## src/rtl/tcwv_pkg.sv

```systemverilog
// ----------------------------------------------------------------------------
// tcwv_pkg
// Shared widths, codes and lane control types for the two-channel Welford
// variance block.
// ----------------------------------------------------------------------------
package tcwv_pkg;

  localparam int CHANNELS    = 2;
  localparam int SAMPLE_BITS = 24;
  localparam int DIFF_W      = SAMPLE_BITS + 1;
  localparam int PROD_W      = 2 * DIFF_W;
  localparam int SUM_W       = 40;
  localparam int DEV_W       = 64;
  localparam int CNT_W       = 16;
  localparam int DVS_W       = CNT_W + 1;
  localparam int DIV_W       = 64;
  localparam int STD_W       = 16;
  localparam int VAR_W       = 32;
  localparam int ROOT_W      = STD_W + 2;
  localparam int REM_W       = 34;
  localparam int SQRT_STEPS  = 16;
  localparam int ADDR_W      = 2;
  localparam int DATA_W      = 32;

  localparam logic [CNT_W-1:0] COUNT_RESET = 16'd250;
  localparam logic [CNT_W-1:0] COUNT_MIN   = 16'd2;
  localparam logic [ADDR_W-1:0] REG_SAMPLE_COUNT = 2'd0;

  typedef enum logic [2:0] {
    L_IDLE,
    L_DIV_MEAN,
    L_MUL,
    L_ACC,
    L_DIV_VAR,
    L_DIV_AVG,
    L_SQRT,
    L_DONE
  } lane_state_t;

  typedef struct packed {
    logic             start;
    logic             seed;
    logic             last;
    logic [CNT_W-1:0] idx;
    logic [CNT_W-1:0] count;
  } lane_cmd_t;

  typedef struct packed {
    logic busy;
    logic done;
  } lane_stat_t;

  typedef struct packed {
    logic signed [SAMPLE_BITS-1:0] mean;
    logic signed [SAMPLE_BITS-1:0] avg;
    logic        [STD_W-1:0]       std;
  } lane_res_t;

endpackage

```

## src/rtl/tcwv_out_if.sv

```systemverilog
// ----------------------------------------------------------------------------
// tcwv_out_if
// Result channel: per-channel means and standard deviation per transfer.
// ----------------------------------------------------------------------------
interface tcwv_out_if;
  import tcwv_pkg::*;

  logic                          valid;
  logic                          ready;
  logic signed [SAMPLE_BITS-1:0] first_running_mean;
  logic signed [SAMPLE_BITS-1:0] first_sum_mean;
  logic        [STD_W-1:0]       first_std_dev;
  logic signed [SAMPLE_BITS-1:0] second_running_mean;
  logic signed [SAMPLE_BITS-1:0] second_sum_mean;
  logic        [STD_W-1:0]       second_std_dev;

  modport source (output valid, output first_running_mean, output first_sum_mean,
                  output first_std_dev, output second_running_mean,
                  output second_sum_mean, output second_std_dev, input ready);
  modport sink (input valid, input first_running_mean, input first_sum_mean,
                input first_std_dev, input second_running_mean,
                input second_sum_mean, input second_std_dev, output ready);
endinterface

```

## src/rtl/tcwv_merge.sv

```systemverilog
// ----------------------------------------------------------------------------
// tcwv_merge
// Collect lane results into the output register and hold until transfer.
// ----------------------------------------------------------------------------
module tcwv_merge (
  input  logic                 clk,
  input  logic                 rst_n,
  input  tcwv_pkg::lane_stat_t stat [tcwv_pkg::CHANNELS],
  input  tcwv_pkg::lane_res_t  res  [tcwv_pkg::CHANNELS],
  tcwv_out_if.source           out_ch
);
  import tcwv_pkg::*;

  logic                valid_r;
  lane_res_t           res_r [CHANNELS];
  logic [CHANNELS-1:0] done_vec;

  always_comb begin
    for (int i = 0; i < CHANNELS; i++) begin
      done_vec[i] = stat[i].done;
    end
  end

  always_ff @(posedge clk) begin
    if (!rst_n) begin
      valid_r <= 1'b0;
    end else if (&done_vec) begin
      valid_r <= 1'b1;
    end else if (out_ch.ready) begin
      valid_r <= 1'b0;
    end
  end

  always_ff @(posedge clk) begin
    if (&done_vec) begin
      for (int i = 0; i < CHANNELS; i++) begin
        res_r[i] <= res[i];
      end
    end
  end

  assign out_ch.valid               = valid_r;
  assign out_ch.first_running_mean  = res_r[0].mean;
  assign out_ch.first_sum_mean      = res_r[0].avg;
  assign out_ch.first_std_dev       = res_r[0].std;
  assign out_ch.second_running_mean = res_r[1].mean;
  assign out_ch.second_sum_mean     = res_r[1].avg;
  assign out_ch.second_std_dev      = res_r[1].std;
endmodule

```

## src/flat_wrapper.sv

```systemverilog
// flat-port wrapper written by rule: the top's interface ports become plain ports
module tcwv_merge_flat import tcwv_pkg::*;
  (clk, rst_n, stat, res, out_ch_valid, out_ch_first_running_mean, out_ch_first_sum_mean, out_ch_first_std_dev, out_ch_second_running_mean, out_ch_second_sum_mean, out_ch_second_std_dev, out_ch_ready);
  tcwv_out_if out_ch_i ();
  input  logic clk;
  input  logic rst_n;
  input  tcwv_pkg::lane_stat_t stat[tcwv_pkg::CHANNELS];
  input  tcwv_pkg::lane_res_t res[tcwv_pkg::CHANNELS];
  output wire logic [$bits(out_ch_i.valid)-1:0] out_ch_valid;
  output wire logic [$bits(out_ch_i.first_running_mean)-1:0] out_ch_first_running_mean;
  output wire logic [$bits(out_ch_i.first_sum_mean)-1:0] out_ch_first_sum_mean;
  output wire logic [$bits(out_ch_i.first_std_dev)-1:0] out_ch_first_std_dev;
  output wire logic [$bits(out_ch_i.second_running_mean)-1:0] out_ch_second_running_mean;
  output wire logic [$bits(out_ch_i.second_sum_mean)-1:0] out_ch_second_sum_mean;
  output wire logic [$bits(out_ch_i.second_std_dev)-1:0] out_ch_second_std_dev;
  input wire logic [$bits(out_ch_i.ready)-1:0] out_ch_ready;
  assign out_ch_valid = out_ch_i.valid;
  assign out_ch_first_running_mean = out_ch_i.first_running_mean;
  assign out_ch_first_sum_mean = out_ch_i.first_sum_mean;
  assign out_ch_first_std_dev = out_ch_i.first_std_dev;
  assign out_ch_second_running_mean = out_ch_i.second_running_mean;
  assign out_ch_second_sum_mean = out_ch_i.second_sum_mean;
  assign out_ch_second_std_dev = out_ch_i.second_std_dev;
  assign out_ch_i.ready = out_ch_ready;
  tcwv_merge u_core (.clk(clk), .rst_n(rst_n), .stat(stat), .res(res), .out_ch(out_ch_i));
endmodule
```

## config.mk

```make
export PLATFORM = sky130hd
export DESIGN_NAME = tcwv_merge_flat
export DESIGN_NICKNAME = d
export VERILOG_FILES = /design/src/rtl/tcwv_pkg.sv /design/src/rtl/tcwv_out_if.sv /design/src/rtl/tcwv_merge.sv /design/src/flat_wrapper.sv
export SDC_FILE = /design/constraint.sdc
export NUM_CORES = 1
export LEC_CHECK = 0
export BUFFER_PORTS_ARGS = -buffer_cell sky130_fd_sc_hd__buf_2
export CAP_MARGIN = 40
export CORE_MARGIN = 2
export CORE_UTILIZATION = 37
export DETAILED_ROUTE_END_ITERATION = 10
export GPL_TIMING_DRIVEN = 1
export HOLD_SLACK_MARGIN = 0.05
export PLACE_DENSITY_LB_ADDON = 0.08
export SYNTH_ARGS = -nofsm -noshare
export SYNTH_HDL_FRONTEND = slang
export SYNTH_SLANG_ARGS = --single-unit
```

## constraint.sdc

```tcl
create_clock -name clk -period 4 [get_ports clk]
set_input_delay 0.8 -clock clk [delete_from_list [all_inputs] [get_ports clk]]
set_output_delay 0.8 -clock clk [all_outputs]
set_load 0.1 [all_outputs]
```

==> run_results.csv <==
group,metric,value,unit
status,status,"completed",
cells_and_area,regArea,3860,um^2
global_routing,grt_usage,15.1,%
synth,syn_area_per_cell,29.4,um^2
synth,syn-cell-area,3880,um^2
cells_and_area,diodes,0,
global_routing,overflow,0,
clock_tree,cts.clk_slew.worst_paths,0.06,ns
clock_tree,clk_latency,0.49,ns
synth,postSynthCellCount,132,
worst_hold_path,hold-path-endpoint,"u_core.res_r[0][85]",
cells_and_area,area_delta_synth_final,54.8,%
floorplanning,rows,37,
synth,synth_seq_cells,129,
setup_path,rr_worst_depth,2,
synth,synth.yosys.warnings,0,
floorplanning,start_util,37.8,%
cells_and_area,drive_gt1_share,68.5,%
global_routing,grt_pass1_wl,12300,um
global_routing,antenna_found_initial,0,
drt,num_vias,2364,
worst_hold_path,hp-start,"res[21]",
clock_tree,cts_hold_buf,0,
sta,tightest_slew,0.702,ns
drt,drc,0,
setup_path,critPathMaxFanout,1,
floorplanning,core_region_area,10300,um^2
clock_tree,post_cts_buffers,0,
cells_and_area,final_cell_mix,"buf_2, edfxtp_1, clkbuf_16",
floorplanning,die_w,106,um
global_routing,grt_pass1_vias,2358,
floorplanning,pin_count,264,
cells_and_area,multi_input_area,22.5,um^2
setup_path,crit_buf_inv,1,
setup_path,crit_slowest_cell,"buf_2",
setup_path,worstSetupPathType,"flip-flop to primary output",
setup_path,critPathCaptureType,"primary output",
sta,relSlewSlack,53.2,%
clock_tree,root_buffer,"clkbuf_8",
sta,fin_crit,2.06,ns
drt,drt_iter0_drc,62,
setup_path,crit_path_start,"u_core.res_r[0][64]",
floorplanning,die-area,11300,um^2
power_and_ir_drop,fin_total_pwr,4040,uW
worst_hold_path,hold_path.class,"input pin to flip-flop",
clock_tree,cts_inserted_buffers,17,
clock_tree,clk_path_buf_depth,2,
synth,ys_seq_area_share,99.5,%
clock_tree,ctsResizeCount,0,
worst_hold_path,min_delay_path_depth,1,
sta,hold_viol_final,0,
sta,setup_viol,0,
setup_path,regToRegStartpoint,"u_core.out_ch.valid",
sta,max_freq,485,MHz
cells_and_area,mostFrequentLayoutCell,"buf_2",
sta,skew,0,ns
setup_path,cpLargestDelayFamily,"buffers and inverters",
sta,post-route-period-util,51.6,%
setup_path,crit_required,3.20,ns
synth,synth.distinct_cells,5,
setup_path,start_kind,"flip-flop",
sta,fin_tns_setup,0,ns
drt,via_per_inst,4.21,
clock_tree,clock_sinks,129,
global_routing,grt_start_max_net_pins,78,
drt,avgRoutedWirePerCell,15.9,um
setup_path,path_cells,"buf_2",
power_and_ir_drop,powerDensity,672,nW/um^2
cells_and_area,nFillCells,855,
place,io_buffers,261,
cells_and_area,fin_nets,548,
setup_path,r2r_slack,3.32,ns
setup_path,cp.arrival,1.26,ns
sta,rsz0062_at_grt,"false",
clock_tree,cts_tree,"yes",
drt,antenna_left,0,
power_and_ir_drop,peakVddDrop,0.000280,V
place,gp_congestion,0.715,
setup_path,r2r-end,"u_core.out_ch.valid",
synth,synth_nets,267,
floorplanning,die_height,106,um
sta,slew_violations,0,
drt,routed_wl,8960,um
clock_tree,cts.htree.levels,4,
flow_run,cap_violations,0,
setup_path,cpPeakStageDelay,0.44,ns
power_and_ir_drop,power_leakage,0.00255,uW
drt,first_pass_iters,4,
synth_stat cells:
| library cell | n | area (um^2) |
|---|---|---|
| nor2b_1 | 1 | 6.26 |
| o21a_1 | 1 | 7.51 |
| dfxtp_1 | 1 | 20.0 |
| edfxtp_1 | 128 | 3840 |
| and2_1 | 1 | 6.26 |
metal layers:
layer  vias up  track usage [%]  wire [um]  share of wire, %
met4         0             6.31        112               1.2
met1      1103             15.5       3060                34
met5         -                0          0                 0
met2       147             26.5       4790                53
li1       1105                -          -                 -
met3         9             6.93        999                11
state kept, by name, summed over array words and instances (netlist names):
| register | cells |
|---|---|
| u_core.out_ch.valid | 1 |
| u_core.res_r | 128 |
layout make-up:
class | instances | area share, %
clock inverters | 14 | 3.52
clock buffers | 18 | 6.95
multi-input cells | 3 | 0.375
repair buffers | 262 | 22.1
flip-flops and latches | 129 | 64.3
well taps | 136 | 2.83
logic make-up after synthesis:
kind of cell and share of synthesized area, %:
AND/OR/NAND/NOR 0.322, flip-flops 99.5, AO/OA/AOI/OAI 0.193
power breakdown:
group / switching, uW / total, uW / internal (uW) / leakage, uW
combinational: 709 / 811 / 103 / 0.00105
clock: 546 / 1620 / 1070 / 0.000297
sequential: 18.7 / 1610 / 1590 / 0.00121
worst register-to-register path, cell delays in order (launching register included):
cell and delay, ns:
dfxtp_1 0.31, nor2b_1 0.12, o21a_1 0.15
per-stage QoR:
stage | setup WS [ns] | instance area (um^2) | hold slack, ns | util, % | std cells
2_1_floorplan | 1.16 | 3880 | 0.899 | - | 132
3_3_place_gp | 1.70 | 5380 | 0.554 | 52.4 | 530
5_1_grt | 1.88 | 6010 | 0.445 | 58.5 | 562
6_report | 1.94 | 6010 | 0.477 | 58.5 | 562
3_5_place_dp | 1.68 | 5380 | 0.563 | 52.4 | 530
4_1_cts | 1.90 | 6010 | 0.445 | 58.5 | 562
worst max path at each step:
stage	cells past startpoint	to	slack (ns)
2_1_floorplan	1	u_core.res_r[0][0]	1.16
3_3_place_gp	3	u_core.res_r[0][81]	1.70
3_5_place_dp	3	u_core.res_r[0][15]	1.68
4_1_cts	1	out_ch_first_running_mean[2]	1.90
5_1_grt	1	out_ch_second_running_mean[4]	1.88
6_report	1	out_ch_second_std_dev[0]	1.94
No activity file was read; power rests on OpenSTA's default activity.
