==> config.mk <==
export PLATFORM = sky130hd
export DESIGN_NAME = tcwv_lane
export DESIGN_NICKNAME = d
export VERILOG_FILES = /design/src/rtl/tcwv_pkg.sv /design/src/rtl/tcwv_div.sv /design/src/rtl/tcwv_lane.sv
export SDC_FILE = /design/constraint.sdc
export NUM_CORES = 2
export LEC_CHECK = 0
export ABC_AREA = 1
export ABC_CLOCK_PERIOD_IN_PS = 10960
export BUFFER_PORTS_ARGS = -buffer_cell sky130_fd_sc_hd__buf_2
export CORE_MARGIN = 2
export CORE_UTILIZATION = 53
export DETAILED_ROUTE_END_ITERATION = 12
export PLACE_DENSITY = 0.77
export SYNTH_ARGS = -nofsm -noshare
export SYNTH_HDL_FRONTEND = slang
export SYNTH_HIERARCHICAL = 1
export SYNTH_SLANG_ARGS = --single-unit
==> constraint.sdc <==
create_clock -name clk -period 10.96 [get_ports clk]
set_clock_uncertainty 0.15 [all_clocks]
set_input_delay 1.096 -clock clk [delete_from_list [all_inputs] [get_ports clk]]
set_output_delay 1.096 -clock clk [all_outputs]
set_load 0.02 [all_outputs]
==> src/rtl/tcwv_pkg.sv <==
// ----------------------------------------------------------------------------
// tcwv_pkg
// Shared widths, codes and lane control types for the two-channel Welford
// variance block.
// ----------------------------------------------------------------------------
package tcwv_pkg;

  localparam int CHANNELS    = 2;
  localparam int SAMPLE_BITS = 24;
  localparam int DIFF_W      = SAMPLE_BITS + 1;
  localparam int PROD_W      = 2 * DIFF_W;
  localparam int SUM_W       = 40;
  localparam int DEV_W       = 64;
  localparam int CNT_W       = 16;
  localparam int DVS_W       = CNT_W + 1;
  localparam int DIV_W       = 64;
  localparam int STD_W       = 16;
  localparam int VAR_W       = 32;
  localparam int ROOT_W      = STD_W + 2;
  localparam int REM_W       = 34;
  localparam int SQRT_STEPS  = 16;
  localparam int ADDR_W      = 2;
  localparam int DATA_W      = 32;

  localparam logic [CNT_W-1:0] COUNT_RESET = 16'd250;
  localparam logic [CNT_W-1:0] COUNT_MIN   = 16'd2;
  localparam logic [ADDR_W-1:0] REG_SAMPLE_COUNT = 2'd0;

  typedef enum logic [2:0] {
    L_IDLE,
    L_DIV_MEAN,
    L_MUL,
    L_ACC,
    L_DIV_VAR,
    L_DIV_AVG,
    L_SQRT,
    L_DONE
  } lane_state_t;

  typedef struct packed {
    logic             start;
    logic             seed;
    logic             last;
    logic [CNT_W-1:0] idx;
    logic [CNT_W-1:0] count;
  } lane_cmd_t;

  typedef struct packed {
    logic busy;
    logic done;
  } lane_stat_t;

  typedef struct packed {
    logic signed [SAMPLE_BITS-1:0] mean;
    logic signed [SAMPLE_BITS-1:0] avg;
    logic        [STD_W-1:0]       std;
  } lane_res_t;

endpackage

==> src/rtl/tcwv_div.sv <==
// ----------------------------------------------------------------------------
// tcwv_div
// Unsigned restoring divider, one quotient bit per cycle.
// ----------------------------------------------------------------------------
module tcwv_div (
  input  logic                      clk,
  input  logic                      rst_n,
  input  logic                      start,
  input  logic [tcwv_pkg::DIV_W-1:0] dividend,
  input  logic [tcwv_pkg::DVS_W-1:0] divisor,
  output logic                      done,
  output logic [tcwv_pkg::DIV_W-1:0] quotient
);
  import tcwv_pkg::*;

  localparam int STEP_W = $clog2(DIV_W);
  localparam logic [STEP_W-1:0] LAST_STEP = STEP_W'(DIV_W - 1);

  logic [DIV_W-1:0]  q_r;
  logic [DVS_W-1:0]  rem_r;
  logic [DVS_W-1:0]  dvs_r;
  logic [STEP_W-1:0] step_r;
  logic              busy_r;
  logic              done_r;
  logic [DVS_W:0]    trial;
  logic              ge;

  assign trial = {rem_r, q_r[DIV_W-1]};
  assign ge    = trial >= {1'b0, dvs_r};

  always_ff @(posedge clk) begin
    if (!rst_n) begin
      busy_r <= 1'b0;
      done_r <= 1'b0;
      step_r <= '0;
    end else begin
      done_r <= 1'b0;
      if (start) begin
        busy_r <= 1'b1;
        step_r <= '0;
      end else if (busy_r) begin
        step_r <= step_r + 1'b1;
        if (step_r == LAST_STEP) begin
          busy_r <= 1'b0;
          done_r <= 1'b1;
        end
      end
    end
  end

  always_ff @(posedge clk) begin
    if (start) begin
      q_r   <= dividend;
      rem_r <= '0;
      dvs_r <= divisor;
    end else if (busy_r) begin
      q_r   <= {q_r[DIV_W-2:0], ge};
      rem_r <= ge ? DVS_W'(trial - {1'b0, dvs_r}) : trial[DVS_W-1:0];
    end
  end

  assign done     = done_r;
  assign quotient = q_r;
endmodule

==> src/rtl/tcwv_lane.sv <==
// ----------------------------------------------------------------------------
// tcwv_lane
// One channel: Welford update per sample, end-of-run divisions and root.
// ----------------------------------------------------------------------------
module tcwv_lane (
  input  logic                                 clk,
  input  logic                                 rst_n,
  input  tcwv_pkg::lane_cmd_t                  cmd,
  input  logic signed [tcwv_pkg::SAMPLE_BITS-1:0] x,
  output tcwv_pkg::lane_stat_t                 stat,
  output tcwv_pkg::lane_res_t                  res
);
  import tcwv_pkg::*;

  lane_state_t state_r, state_nxt;

  logic signed [SAMPLE_BITS-1:0] x_r;
  logic signed [SAMPLE_BITS-1:0] mean_r;
  logic signed [SAMPLE_BITS-1:0] avg_r;
  logic signed [DIFF_W-1:0]      diff_r;
  logic signed [PROD_W-1:0]      prod_r;
  logic        [DEV_W-1:0]       dev_r;
  logic signed [SUM_W-1:0]       sum_r;
  logic        [CNT_W-1:0]       cnt_r;
  logic                          last_r;
  logic        [VAR_W-1:0]       var_r;
  logic        [VAR_W-1:0]       a_r;
  logic        [ROOT_W-1:0]      root_r;
  logic        [REM_W-1:0]       rem_r;
  logic        [3:0]             step_r;

  logic                          div_start;
  logic        [DIV_W-1:0]       div_dvd;
  logic        [DVS_W-1:0]       div_dvs;
  logic                          div_done;
  logic        [DIV_W-1:0]       div_q;

  logic signed [DIFF_W-1:0]      diff_in;
  logic        [DIFF_W-1:0]      diff_abs;
  logic        [DEV_W-1:0]       dev_nxt;
  logic        [SUM_W-1:0]       sum_abs;
  logic signed [SUM_W-1:0]       x_ext;
  logic signed [DIFF_W-1:0]      q_mag;
  logic signed [DIFF_W-1:0]      q_sgn;
  logic signed [DIFF_W-1:0]      mean_new;
  logic        [ROOT_W-1:0]      root_t;
  logic        [REM_W-1:0]       rem_t;

  assign x_ext    = {{(SUM_W-SAMPLE_BITS){x[SAMPLE_BITS-1]}}, x};
  assign diff_in  = {x[SAMPLE_BITS-1], x} - {mean_r[SAMPLE_BITS-1], mean_r};
  assign diff_abs = diff_in[DIFF_W-1] ? DIFF_W'(-diff_in) : diff_in;
  assign dev_nxt  = prod_r[PROD_W-1] ? dev_r : dev_r + DEV_W'(prod_r);
  assign sum_abs  = sum_r[SUM_W-1] ? SUM_W'(-sum_r) : sum_r;
  assign q_mag    = div_q[DIFF_W-1:0];
  assign q_sgn    = diff_r[DIFF_W-1] ? -q_mag : q_mag;
  assign mean_new = {mean_r[SAMPLE_BITS-1], mean_r} + q_sgn;
  assign root_t   = {root_r[ROOT_W-2:0], 1'b0};
  assign rem_t    = {rem_r[REM_W-3:0], a_r[VAR_W-1:VAR_W-2]};

  always_ff @(posedge clk) begin
    if (!rst_n) begin
      state_r <= L_IDLE;
    end else begin
      state_r <= state_nxt;
    end
  end

  always_comb begin
    state_nxt = state_r;
    div_start = 1'b0;
    div_dvd   = '0;
    div_dvs   = '0;
    case (state_r)
      L_IDLE: begin
        if (cmd.start && !cmd.seed) begin
          div_start = 1'b1;
          div_dvd   = DIV_W'(diff_abs);
          div_dvs   = DVS_W'(cmd.idx) + 1'b1;
          state_nxt = L_DIV_MEAN;
        end
      end
      L_DIV_MEAN: begin
        if (div_done) begin
          state_nxt = L_MUL;
        end
      end
      L_MUL: state_nxt = L_ACC;
      L_ACC: begin
        if (last_r) begin
          div_start = 1'b1;
          div_dvd   = dev_nxt;
          div_dvs   = DVS_W'(cnt_r) - 1'b1;
          state_nxt = L_DIV_VAR;
        end else begin
          state_nxt = L_IDLE;
        end
      end
      L_DIV_VAR: begin
        if (div_done) begin
          div_start = 1'b1;
          div_dvd   = DIV_W'(sum_abs);
          div_dvs   = DVS_W'(cnt_r);
          state_nxt = L_DIV_AVG;
        end
      end
      L_DIV_AVG: begin
        if (div_done) begin
          state_nxt = L_SQRT;
        end
      end
      L_SQRT: begin
        if (step_r == 4'(SQRT_STEPS - 1)) begin
          state_nxt = L_DONE;
        end
      end
      L_DONE: state_nxt = L_IDLE;
      default: state_nxt = L_IDLE;
    endcase
  end

  always_ff @(posedge clk) begin
    case (state_r)
      L_IDLE: begin
        if (cmd.start) begin
          x_r    <= x;
          diff_r <= diff_in;
          last_r <= cmd.last;
          cnt_r  <= cmd.count;
          if (cmd.seed) begin
            mean_r <= x;
            dev_r  <= '0;
            sum_r  <= x_ext;
          end else begin
            sum_r  <= sum_r + x_ext;
          end
        end
      end
      L_DIV_MEAN: begin
        if (div_done) begin
          mean_r <= mean_new[SAMPLE_BITS-1:0];
        end
      end
      L_MUL: begin
        prod_r <= diff_r * $signed({x_r[SAMPLE_BITS-1], x_r} - {mean_r[SAMPLE_BITS-1], mean_r});
      end
      L_ACC: dev_r <= dev_nxt;
      L_DIV_VAR: begin
        if (div_done) begin
          var_r <= (|div_q[DIV_W-1:VAR_W]) ? '1 : div_q[VAR_W-1:0];
        end
      end
      L_DIV_AVG: begin
        if (div_done) begin
          avg_r  <= sum_r[SUM_W-1] ? -div_q[SAMPLE_BITS-1:0] : div_q[SAMPLE_BITS-1:0];
          a_r    <= var_r;
          root_r <= '0;
          rem_r  <= '0;
          step_r <= '0;
        end
      end
      L_SQRT: begin
        a_r    <= {a_r[VAR_W-3:0], 2'b00};
        step_r <= step_r + 1'b1;
        if (REM_W'(root_t) < rem_t) begin
          rem_r  <= rem_t - REM_W'(root_t) - 1'b1;
          root_r <= root_t + 2'd2;
        end else begin
          rem_r  <= rem_t;
          root_r <= root_t;
        end
      end
      default: begin
      end
    endcase
  end

  tcwv_div u_div (
    .clk      (clk),
    .rst_n    (rst_n),
    .start    (div_start),
    .dividend (div_dvd),
    .divisor  (div_dvs),
    .done     (div_done),
    .quotient (div_q)
  );

  assign stat.busy = (state_r != L_IDLE);
  assign stat.done = (state_r == L_DONE);
  assign res.mean  = mean_r;
  assign res.avg   = avg_r;
  assign res.std   = root_r[STD_W:1];
endmodule

==> results.cfg <==
[sta]
setup_viol = 0
hold_viol = 0
post-route-period-util_pct = 84.6
fmaxAchievable_mhz = 108
slew_headroom_pct = 11.5
layout_min_cycle_time_ns = 9.27
slew_violations = 0
grt_setup_unrepaired = no
worst_slew_pin_slew_ns = 1.31
setup_tns_ns = 0

[cells_and_area]
layout-drive-gt1-share_pct = 6.15
fillCellCount = 10400
layout.cells.non_filler = 9165
final_nets = 8717
final_cell_mix = 1,594 x nand2_1, 1,371 x inv_1, 795 x nor2_1, 663 x fa_1, 507 x nand3_1
design_area_um2 = 63700
final_common_cell = nand2_1
multiInputGateArea_um2 = 38900
areaGrowthSynthToFinish_pct = 6.78
regArea_um2 = 14500

[routing]
drc = 0
vias_per_cell = 5.79
wl_per_cell_um = 21.4
first_pass_iters = 8
vias = 53100
antenna_left = 0
drtIter0Drc = 6069
wirelength_um = 196000

[clock_network]
holdBufCountCts = 0
cts.clk_slew.worst_paths_ns = 0.07
root_buffer = clkbuf_16
clk_latency_ns = 0.68
numCtsBuffers = 54
cts_sinks = 493
cts.htree.levels = 2
cts_tree = yes
cts_setup_buffers = 0
cts.path.max_buffers = 3
post_cts_resize_count = 0

[worst_hold_path]
hold_class = reg2reg

[synthesis]
yosys-top-cells-area = edfxtp_1 23%, fa_1 22%, nand2_1 10%
synth_cell_types = 68
synth_edf_count = 465
seq_area_frac_synth_pct = 24.4
syn-num-nets = 8694
syn_avg_cell_area_um2 = 7.85
synthCells = 7597
synth_top_area_share_pct = 23.4
synth_area_leader_cell = edfxtp_1
synth_area_um2 = 59600
ys_seq_elements = 493
async_reset_ff_share_pct = 0
synthFlopType = edfxtp_1
yosysWarningCount = 6

[place]
gp_congestion = 1.04
placed_area_um2 = 61700
place.port_buffers = 126
dpl.hpwl_um = 158000
dp_cells = 9064

[setup_path]
crit_type = reg2reg
worstPathRequired_ns = 11.27
critPathMostFrequentCell = fa_1
end_kind = flop
worst-path-max-fanout = 23
cp_slowest_cell = fa_1
max_stage_delay_ns = 0.91
path_buf_inv = 3
critPathTopFamily = adder cells
cp-start-kind = flop
arrival_ns = 9.59

[job]
max_cap_viol_count = 0

[grt]
antenna_found_initial = 2
grt_pass1_vias = 52400
grt_max_degree = 82
grt_pass1_wl_um = 301000
grt.total_usage_pct = 33.7
grt_overflow = 0

[outcome]
outcome = completed

[floorplan]
die_x_um = 339
rows = 123
core_um2 = 112000
die_h_um = 339
io_pins = 127
start_util_pct = 53.2
die_area_um2 = 115000
-- worst paths after layout --
check | startpoint | cells past startpoint | endpoint | slack, ns
worst max-delay path | mean_r[1] | 26 | prod_r[42] | 1.69
worst min-delay path | u_div/rem_r[10] | 2 | u_div/rem_r[10] | 0.32
worst max register to register | mean_r[1] | 26 | prod_r[42] | 1.69
worst min register to register | u_div/rem_r[10] | 2 | u_div/rem_r[10] | 0.32
-- cell type report --
type,count,area share [%]
Multi-Input combinational cell,5479,61.2
Sequential cell,493,22.8
Inverter,1399,8.25
Tap cell,1500,2.95
Clock buffer,57,2.14
Timing Repair Buffer,193,1.78
Clock inverter,42,0.871
Antenna cell,2,0.00786
-- sequential cells by signal, summed over array words and instances (netlist names), 24 cells and up --
register / cells
a_r: 32
avg_r: 24
dev_r: 64
diff_r: 25
mean_r: 24
prod_r: 50
rem_r: 32
sum_r: 40
u_div/quotient: 64
var_r: 32
x_r: 24
-- layer usage --
metal / vias to the layer above / wire (µm) / share of wire [%] / track usage, %
li1: 24200 / - / - / -
met1: 25500 / 78400 / 40 / 45.3
met2: 2861 / 85900 / 44 / 52.1
met3: 536 / 21200 / 11 / 7.86
met4: 2 / 10300 / 5.3 / 15.2
met5: - / 10 / 0.0051 / 0
-- cell families after synthesis --
group                    Yosys count  synth area share, %
adder cells (fa/ha/maj)         1036                 30.1
multiplexers                       2               0.0336
XOR/XNOR                         157                 2.36
AND/OR/NAND/NOR                 3232                 22.8
AO/OA/AOI/OAI                   1052                 9.86
flip-flops                       493                 24.4
buffers and inverters           1625                 10.4
-- metrics by stage --
step	hold WS, ns	setup slack, ns	util [%]
2_1_floorplan	0.294	2.80	-
3_3_place_gp	0.306	1.93	55.1
3_5_place_dp	0.307	1.77	55.1
4_1_cts	0.318	1.81	56.8
5_1_grt	0.347	1.19	56.8
6_report	0.318	1.69	56.8
-- synthesized netlist by cell type (22+ instances only) --
cell type     n
xor2_1       97
o21ai_1      40
nor3_1       71
nor2_1      798
a21o_1       37
or2_2        86
o21a_1       22
xnor2_1      57
nand2_1    1594
nand3_1     508
dfxtp_1      28
clkbuf_1    176
a31oi_1      23
o21bai_1     32
nand4_1      52
inv_1      1375
fa_1        664
a21oi_1     405
nor4_1       24
ha_1        372
o21ai_0     379
o211ai_1     27
buf_2        24
edfxtp_1    465
-- worst register-to-register path, cell delays in order (launching register included) --
cell,delay (ns)
edfxtp_1,0.51
inv_1,0.16
ha_1,0.32
nand2_1,0.07
o21ai_0,0.36
a21oi_2,0.15
o21ai_0,0.24
or2_2,0.58
nand2_1,0.36
nor2_1,0.34
fa_1,0.50
fa_1,0.91
fa_1,0.52
fa_1,0.49
fa_1,0.52
fa_1,0.55
inv_1,0.06
fa_1,0.53
inv_1,0.04
ha_1,0.35
nand2_1,0.11
nor2_1,0.21
nand2_1,0.13
nor4_1,0.32
nand3_1,0.15
o2111ai_1,0.12
xor2_1,0.34
Power is left out: the tool's default activity adds up to more than one toggle a clock period on the data nets, which glitch-free logic cannot reach.
